[config.mk]
export PLATFORM = sky130hd
export DESIGN_NAME = wtsg_divider
export DESIGN_NICKNAME = d
export VERILOG_FILES = /design/src/rtl/wtsg_pkg.sv /design/src/rtl/wtsg_divider.sv
export SDC_FILE = /design/constraint.sdc
export NUM_CORES = 1
export LEC_CHECK = 0
export BUFFER_PORTS_ARGS = -buffer_cell sky130_fd_sc_hd__buf_4
export CORE_ASPECT_RATIO = 0.5
export CORE_MARGIN = 2
export CORE_UTILIZATION = 63
export DETAILED_ROUTE_END_ITERATION = 10
export MAX_ROUTING_LAYER = met4
export PLACE_DENSITY = 0.78
export REMOVE_ABC_BUFFERS = 1
export SLEW_MARGIN = 20
export SYNTH_ARGS = -nofsm -noshare
export SYNTH_HDL_FRONTEND = slang
export SYNTH_SLANG_ARGS = --single-unit
[constraint.sdc]
create_clock -name i_clk -period 4.2 [get_ports i_clk]
set_clock_uncertainty 0.2 [all_clocks]
set_input_delay 0.84 -clock i_clk [delete_from_list [all_inputs] [get_ports i_clk]]
set_output_delay 0.84 -clock i_clk [all_outputs]
set_load 0.02 [all_outputs]
[src/rtl/wtsg_pkg.sv]
package wtsg_pkg;

    localparam int unsigned MaxCodeDefault = 4095;
    localparam int IdxW        = 16;
    localparam int CodeW       = 12;
    localparam int LevelW      = 13;
    localparam int DivSteps    = 16;
    localparam int CordicSteps = 16;
    localparam int CordW       = 33;
    localparam int AngW        = 20;

    localparam logic signed [CordW-1:0] CordicGain = 33'sd652032874;

    localparam logic [1:0]  ShapeReset  = 2'd0;
    localparam logic [11:0] OffsetReset = 12'd2048;
    localparam logic [11:0] AmpReset    = 12'd2047;
    localparam logic [15:0] LengthReset = 16'd256;

    localparam logic [7:0] REG_SHAPE     = 8'd0;
    localparam logic [7:0] REG_OFFSET    = 8'd1;
    localparam logic [7:0] REG_AMPLITUDE = 8'd2;
    localparam logic [7:0] REG_LENGTH    = 8'd3;

    typedef enum logic [1:0] {
        SHAPE_SINE     = 2'd0,
        SHAPE_SQUARE   = 2'd1,
        SHAPE_TRIANGLE = 2'd2,
        SHAPE_SAWTOOTH = 2'd3
    } t_shape;

    typedef struct packed {
        t_shape shape;
        logic   err;
        logic   zero;
        logic   fall;
        logic   first_half;
    } t_side;

    typedef struct packed {
        t_side       side;
        logic [15:0] quot;
    } t_tail;

    // Arctangent of 2^-k, 2^20 per turn.
    function automatic logic signed [AngW-1:0] atan_step(input int k);
        logic signed [AngW-1:0] a;
        case (k)
            0:       a = 20'sd131072;
            1:       a = 20'sd77376;
            2:       a = 20'sd40884;
            3:       a = 20'sd20753;
            4:       a = 20'sd10417;
            5:       a = 20'sd5213;
            6:       a = 20'sd2607;
            7:       a = 20'sd1304;
            8:       a = 20'sd652;
            9:       a = 20'sd326;
            10:      a = 20'sd163;
            11:      a = 20'sd81;
            12:      a = 20'sd41;
            13:      a = 20'sd20;
            14:      a = 20'sd10;
            default: a = 20'sd5;
        endcase
        return a;
    endfunction

endpackage

[src/rtl/wtsg_divider.sv]
module wtsg_divider
    import wtsg_pkg::*;
(
    input  logic        i_clk,
    input  logic        i_rst_n,
    input  logic        i_en,
    input  logic        i_valid,
    input  logic [31:0] i_num,
    input  logic [15:0] i_den,
    input  t_side       i_side,
    output logic        o_valid,
    output logic [15:0] o_quot,
    output t_side       o_side
);

    logic        w_v    [0:DivSteps];
    logic [15:0] w_rem  [0:DivSteps];
    logic [15:0] w_low  [0:DivSteps];
    logic [15:0] w_q    [0:DivSteps];
    logic [15:0] w_den  [0:DivSteps];
    t_side       w_side [0:DivSteps];

    // High half of the numerator is below the divisor, so the quotient fits 16 bits.
    assign w_v[0]    = i_valid;
    assign w_rem[0]  = i_num[31:16];
    assign w_low[0]  = i_num[15:0];
    assign w_q[0]    = '0;
    assign w_den[0]  = i_den;
    assign w_side[0] = i_side;

    for (genvar k = 0; k < DivSteps; k++) begin : g_step
        logic        r_v;
        logic [15:0] r_rem, r_low, r_q, r_den;
        t_side       r_side;
        logic [16:0] n_trial;
        logic [16:0] n_diff;
        logic        n_ge;

        assign n_trial = {w_rem[k], w_low[k][15]};
        assign n_ge    = n_trial >= {1'b0, w_den[k]};
        assign n_diff  = n_trial - {1'b0, w_den[k]};

        always_ff @(posedge i_clk) begin
            if (!i_rst_n) begin
                r_v <= 1'b0;
            end else if (i_en) begin
                r_v <= w_v[k];
            end
        end

        always_ff @(posedge i_clk) begin
            if (i_en) begin
                r_rem  <= n_ge ? n_diff[15:0] : n_trial[15:0];
                r_low  <= {w_low[k][14:0], 1'b0};
                r_q    <= {w_q[k][14:0], n_ge};
                r_den  <= w_den[k];
                r_side <= w_side[k];
            end
        end

        assign w_v[k+1]    = r_v;
        assign w_rem[k+1]  = r_rem;
        assign w_low[k+1]  = r_low;
        assign w_q[k+1]    = r_q;
        assign w_den[k+1]  = r_den;
        assign w_side[k+1] = r_side;
    end

    assign o_valid = w_v[DivSteps];
    assign o_quot  = w_q[DivSteps];
    assign o_side  = w_side[DivSteps];

endmodule

==> impl_metrics.ini, run 1 <==
[floorplanning]
placement_rows = 65
die_area_sq_um = 66520
core_sq_um = 63350
die_x_um = 362.7
die_h_um = 183.4
io_pins = 81
start_util_pct = 63.99

[clock_network]
cts_root_buffer = clkbuf_16
post-cts-setup-buffers = 0
clk_pin_slew_ps = 70
htree_levels = 3
holdBufCountCts = 0
cts_tree = yes
cts_buffer_depth = 3
clk_latency_ps = 630
cts_sinks = 848
ctsResizeCount = 0
cts_buffers = 75

[logic_synthesis]
yosysWarningCount = 0
yosysTopAreaCell = edfxtp_1
synth_edf_count = 832
async_flop_share_pct = 0
synth.area.top_cells = edfxtp_1, ha_1, inv_1, a21oi_1, o21ai_0
postSynthCellCount = 3137
synthesis.area_sq_um = 40540
synth_top_area_share_pct = 61.63
synth_cell_types = 81
synthFlopType = edfxtp_1
ys_ff_latch = 848
synth_seq_area_share_pct = 62.42
avgSynthCellArea_sq_um = 12.92

[min_path]
hp-class = in2reg

[timing]
setup_viol = 0
setup_tns_ps = 0
fin_crit_ps = 3565
period_share_pct = 84.87
rsz0062_at_grt = false
maxSlewHeadroom_pct = 30.55
slew_violations = 0
final_hold_viol_count = 0
timing.fmax_mhz = 280.5
setup_ws_ps = 635.5
tightest_slew_ps = 1042

[routing]
via_per_inst = 5.734
dr_total_vias = 24048
routedWlPerCell_um = 17.22
drtAntennaViolNets = 0
drt-total-wl_um = 72220
drc_errors = 0
drt_iter0_markers = 1490
drtPass1Iterations = 7

[grt]
grt_pass1_vias = 24209
grt.overflow.total = 0
antenna_found_initial = 0
grt_max_degree = 86
grt_pass1_wl_um = 117100
track_usage_pct = 22.76

[pwr]
sw_frac_of_total_pct = 32.96
p_int_mw = 21.17
power.share.clock_pct = 22.6
total_power_mw = 31.58
powerDensity_nw_per_um2 = 701.1
p_comb_share_pct = 37.6
ir_worst_vdd_mv = 0.3432
seqPwrFrac_pct = 39.9
leakage_nw = 17.75
p_switching_mw = 10.41

[critical_path]
critPathMaxStageDelay_ps = 590
crit_type = reg2reg
cpMaxStageDelayCell = a41oi_4
cp-end-kind = register
crit_chain = ha_1, a21o_1, a311o_1, or3_1, o211ai_2, a211oi_2, a41oi_4, mux2_2
cp_max_fo = 18
r2r_slack_ps = 640
crit_buf_inv = 0
cp.arrival_ps = 3730
path_delay_family = compound AO/OA/AOI/OAI gates
cp-start-kind = register
worstPathRequired_ps = 4360

[status]
status = finished, final reports clean

[placed_design]
place_congestion = 0.9583
port_buffers = 80
dp_hpwl_um = 51460
preCtsSetupSlack_ps = 535.2

[layout]
diodes = 0
drive_gt1_share_pct = 10.75
num-nets-final = 3626
area_delta_synth_final_pct = 11.10

[run]
max_cap_viol_count = 0
## power by group through the flow
stage	Clock, mW	Sequential, mW	Combinational (mW)
after global placement	0	12.7	11.4
final	7.13	12.6	11.9
after global routing	7.62	12.7	13.2
after detailed placement	0	12.7	11.7
after CTS	7.30	12.6	11.8
after floorplan	0	12.4	8.98
## stage by stage
stage / cells / hold WS (ps) / area [sq um] / utilization, %
final: 4194 / 193.0 / 45040 / 71.09
after global routing: 4194 / 158.1 / 45040 / 71.09
after CTS: 4194 / 141.6 / 45040 / 71.09
after detailed placement: 4057 / 204.5 / 42490 / 67.07
after global placement: 4057 / 200.0 / 42490 / 67.07
after floorplan: 3090 / 200.3 / 40290 / -
## worst paths after layout
kind                                                    from                             to  cells after the start
worst max-delay path            g_step[2].r_rem[5]$_DFFE_PP_   g_step[3].r_rem[4]$_DFFE_PP_                      8
worst min-delay path                               i_side[4]  g_step[0].r_side[4]$_DFFE_PP_                      1
worst max register to register  g_step[2].r_rem[5]$_DFFE_PP_   g_step[3].r_rem[4]$_DFFE_PP_                      8
worst min register to register   g_step[12].r_q[4]$_DFFE_PP_    g_step[13].r_q[5]$_DFFE_PP_                      0
## state kept, by name, indices dropped and copies added (netlist names)
register and cells:
g_step.r_den 240, g_step.r_rem 240, o_side 6, g_step.r_v 15, g_step.r_side 90, g_step.r_q 120, o_valid 1, g_step.r_low 120
o_quot 16
## logic make-up (layout without fill, tap and decap cells)
kind of cell	count (synthesis)	count (layout)	synth area share, %
flip-flops	848	848	62.42
buffers and inverters	387	607	3.765
XOR/XNOR	150	150	3.241
AND/OR/NAND/NOR	660	660	7.846
adder cells (fa/ha/maj)	271	271	8.642
AO/OA/AOI/OAI	716	716	11.25
multiplexers	105	105	2.833
## layer usage
layer | routed length, um | vias up | part of all wire [%] | GRT usage, %
li1 | - | 11910 | - | -
met1 | 28700 | 11434 | 40 | 24.27
met2 | 38050 | 517 | 53 | 41.78
met3 | 2322 | 187 | 3.2 | 3.508
met4 | 3148 | 0 | 4.4 | 10.57
met5 | 0 | - | 0 | -
## synthesized netlist by cell type (all sizes together), types with 4 or more instances
cell and number:
or3 18, a31oi 35, a211oi 12, a211o 15, xnor2 95, nand2 194
o21bai 11, a21o 45, or2 18, o21a 58, nand2b 25, buf 30
a21oi 223, edfxtp 832, and4 11, nor2 172, o311ai 6, mux2i 27
and2 8, a31o 5, o32ai 4, a21boi 9, xor2 55, o41ai 10
o31ai 27, o211ai 6, mux2 78, nand3b 4, nand3 35, nor2b 61
fa 15, nor3 48, a311o 5, o31a 20, o311a 4, nor3b 8
nand4bb 4, dfxtp 16, and3 13, clkbuf 17, ha 256, inv 340
o21ai 196, nand4 36
## cell usage in the layout, fill, tap and decap left out, drive strengths merged, types with 25 or more instances in the layout
master    n
nand2   194
a21o     45
inv     341
a31oi    35
mux2i    27
o21ai   196
clkbuf   91
mux2     78
a21oi   223
nor2b    61
edfxtp  832
nor3     48
buf     130
o21a     58
nand4    36
nor2    172
nand2b   25
clkinv   31
xnor2    95
ha      256
o31ai    27
nand3    35
xor2     55
## area by class of cell
cell class,instances,area (sq um)
flip-flops and latches,848,25300
fillers,4212,18320
repair buffers,130,1134
inverters,340,1276
well taps,837,1047
clock inverters,46,523.0
multi-input cells,1902,13730
clock buffers,91,2022
Power figures use the tool's default switching activity.
==> run 2, diff against run 1 <==
--- a/config.mk
+++ b/config.mk
@@ -8,10 +8,10 @@
 export BUFFER_PORTS_ARGS = -buffer_cell sky130_fd_sc_hd__buf_4
 export CORE_ASPECT_RATIO = 0.5
 export CORE_MARGIN = 2
-export CORE_UTILIZATION = 63
+export CORE_UTILIZATION = 57
 export DETAILED_ROUTE_END_ITERATION = 10
 export MAX_ROUTING_LAYER = met4
-export PLACE_DENSITY = 0.78
+export PLACE_DENSITY = 0.74
 export REMOVE_ABC_BUFFERS = 1
 export SLEW_MARGIN = 20
 export SYNTH_ARGS = -nofsm -noshare
==> constraint.sdc (replaced) <==
create_clock -name i_clk -period 2.9 [get_ports i_clk]
set_clock_uncertainty 0.2 [all_clocks]
set_input_delay 0.58 -clock i_clk [delete_from_list [all_inputs] [get_ports i_clk]]
set_output_delay 0.58 -clock i_clk [all_outputs]
set_load 0.02 [all_outputs]
==> impl_metrics.ini, run 2 (synthesized netlist as in run 1, its figures left out) <==
[status]
status = finished, violations left
violations = setup timing

[pwr]
total_power_mw = 53.08
leakage_nw = 20.90
powerDensity_nw_per_um2 = 1028
ir_worst_vdd_mv = 0.5401

[clock_network]
cts_sinks = 848
cts_tree = yes
cts_root_buffer = clkbuf_16
clk_pin_slew_ps = 70
clk_latency_ps = 660
htree_levels = 3
cts_buffer_depth = 3
cts_buffers = 76

[layout]
final_area_sq_um = 51620
top_regs = g_step.r_den: 240 flops, g_step.r_rem: 240 flops
fillers = 4492
layout_common_cells = edfxtp_1, buf_4, inv_1
area_delta_synth_final_pct = 27.33
drive_gt1_share_pct = 29.04
num-nets-final = 4192
finish.utilization_pct = 73.01
diodes = 0
mostFrequentLayoutCell = edfxtp_1
instances_no_fill = 4883

[routing]
top_layer_used = met4
drc_errors = 0
drt_iter0_markers = 1390
wl_met3_um = 2498
via_per_inst = 5.422
drtAntennaViolNets = 0
routedWlPerCell_um = 16.69
dr_total_vias = 26475
drt-total-wl_um = 81470
drtPass1Iterations = 7
wirelength_met1_um = 31150
met2WireLength_um = 44100

[critical_path]
crit_chain = inv_2, ha_4, nor2b_4, o21ai_2, a21boi_2, o31a_1, a211o_1, a211oi_2, o41a_1, buf_6, buf_12, mux2_4
critPathMaxStageDelay_ps = 400
worstPathRequired_ps = 3090
crit_cells = 12
crit_buf_inv = 3
crit_type = reg2reg
cpMaxStageDelayCell = edfxtp_1
path_delay_family = compound AO/OA/AOI/OAI gates
reg2reg_depth = 12
cp.arrival_ps = 3270
cp-start-kind = register
cp-end-kind = register
cp_max_fo = 8

[placed_design]
preCtsSetupSlack_ps = -277.4
port_buffers = 80
dp_hpwl_um = 54460
place_congestion = 0.9289
dpl.cell_count = 4575
place_area_sq_um = 45770

[timing]
setup_tns_ps = -3825
rsz0062_at_grt = true
slew_violations = 0
setup_ws_ps = -175.8
tightest_slew_ps = 597.2
maxSlewHeadroom_pct = 59.88
fin_crit_ps = 3076
timing.hold.ws_ps = 45.58
final_hold_viol_count = 0
timing.fmax_mhz = 325.1
setup_viol = 54
period_share_pct = 106.1

[floorplanning]
io_pins = 81
die_x_um = 381.2
die_h_um = 192.6
placement_rows = 69
start_util_pct = 57.33
die_area_sq_um = 73400
core_sq_um = 70710

[min_path]
holdPathStages = 2
hp-class = in2reg

[grt]
antenna_found_initial = 0
grt_pass1_vias = 26560
grt.overflow.total = 0
track_usage_pct = 22.24
grt_max_degree = 74
grt_pass1_wl_um = 127200

[run]
max_cap_viol_count = 0
## run 2: power by group
| part | internal (mW) | switching (mW) | total, mW |
|---|---|---|---|
| clock | 5.76 | 4.47 | 10.2 |
| combinational | 12.8 | 11.8 | 24.5 |
| sequential | 17.0 | 1.31 | 18.3 |
## run 2: metal layers
layer | global-route usage (%) | vias up
li1 | - | 13036
met1 | 22.90 | 12669
met2 | 41.45 | 552
met3 | 3.388 | 218
met4 | 11.55 | 0
met5 | - | -
## run 2: worst paths after layout
kind | from | to | slack [ps]
min | i_num[18] | g_step[0].r_rem[3]$_DFFE_PP_ | 50
min reg2reg | g_step[8].r_side[1]$_DFFE_PP_ | g_step[9].r_side[1]$_DFFE_PP_ | 200
max reg2reg | g_step[9].r_den[1]$_DFFE_PP_ | g_step[10].r_rem[6]$_DFFE_PP_ | -180
max | g_step[9].r_den[1]$_DFFE_PP_ | g_step[10].r_rem[6]$_DFFE_PP_ | -180
## run 2: what timing repair did
item	in CTS	in global routing
gates resized for setup	208	237
endpoints found under the hold margin	53	0
pin swaps	95	149
setup endpoints to repair	178	207
hold buffers	43	0
cloned	7	7
setup buffers	55	69
## run 2: final cells by class
cell class | instances | area (sq um) | share of cell area, %
timing repair buffer | 694 | 5924 | 11.48
inverter | 340 | 1289 | 2.497
sequential | 848 | 25300 | 49.02
multi-input combinational | 1903 | 15370 | 29.78
clock inverter | 45 | 451.7 | 0.8750
clock buffer | 95 | 2078 | 4.026
tap | 958 | 1199 | 2.322
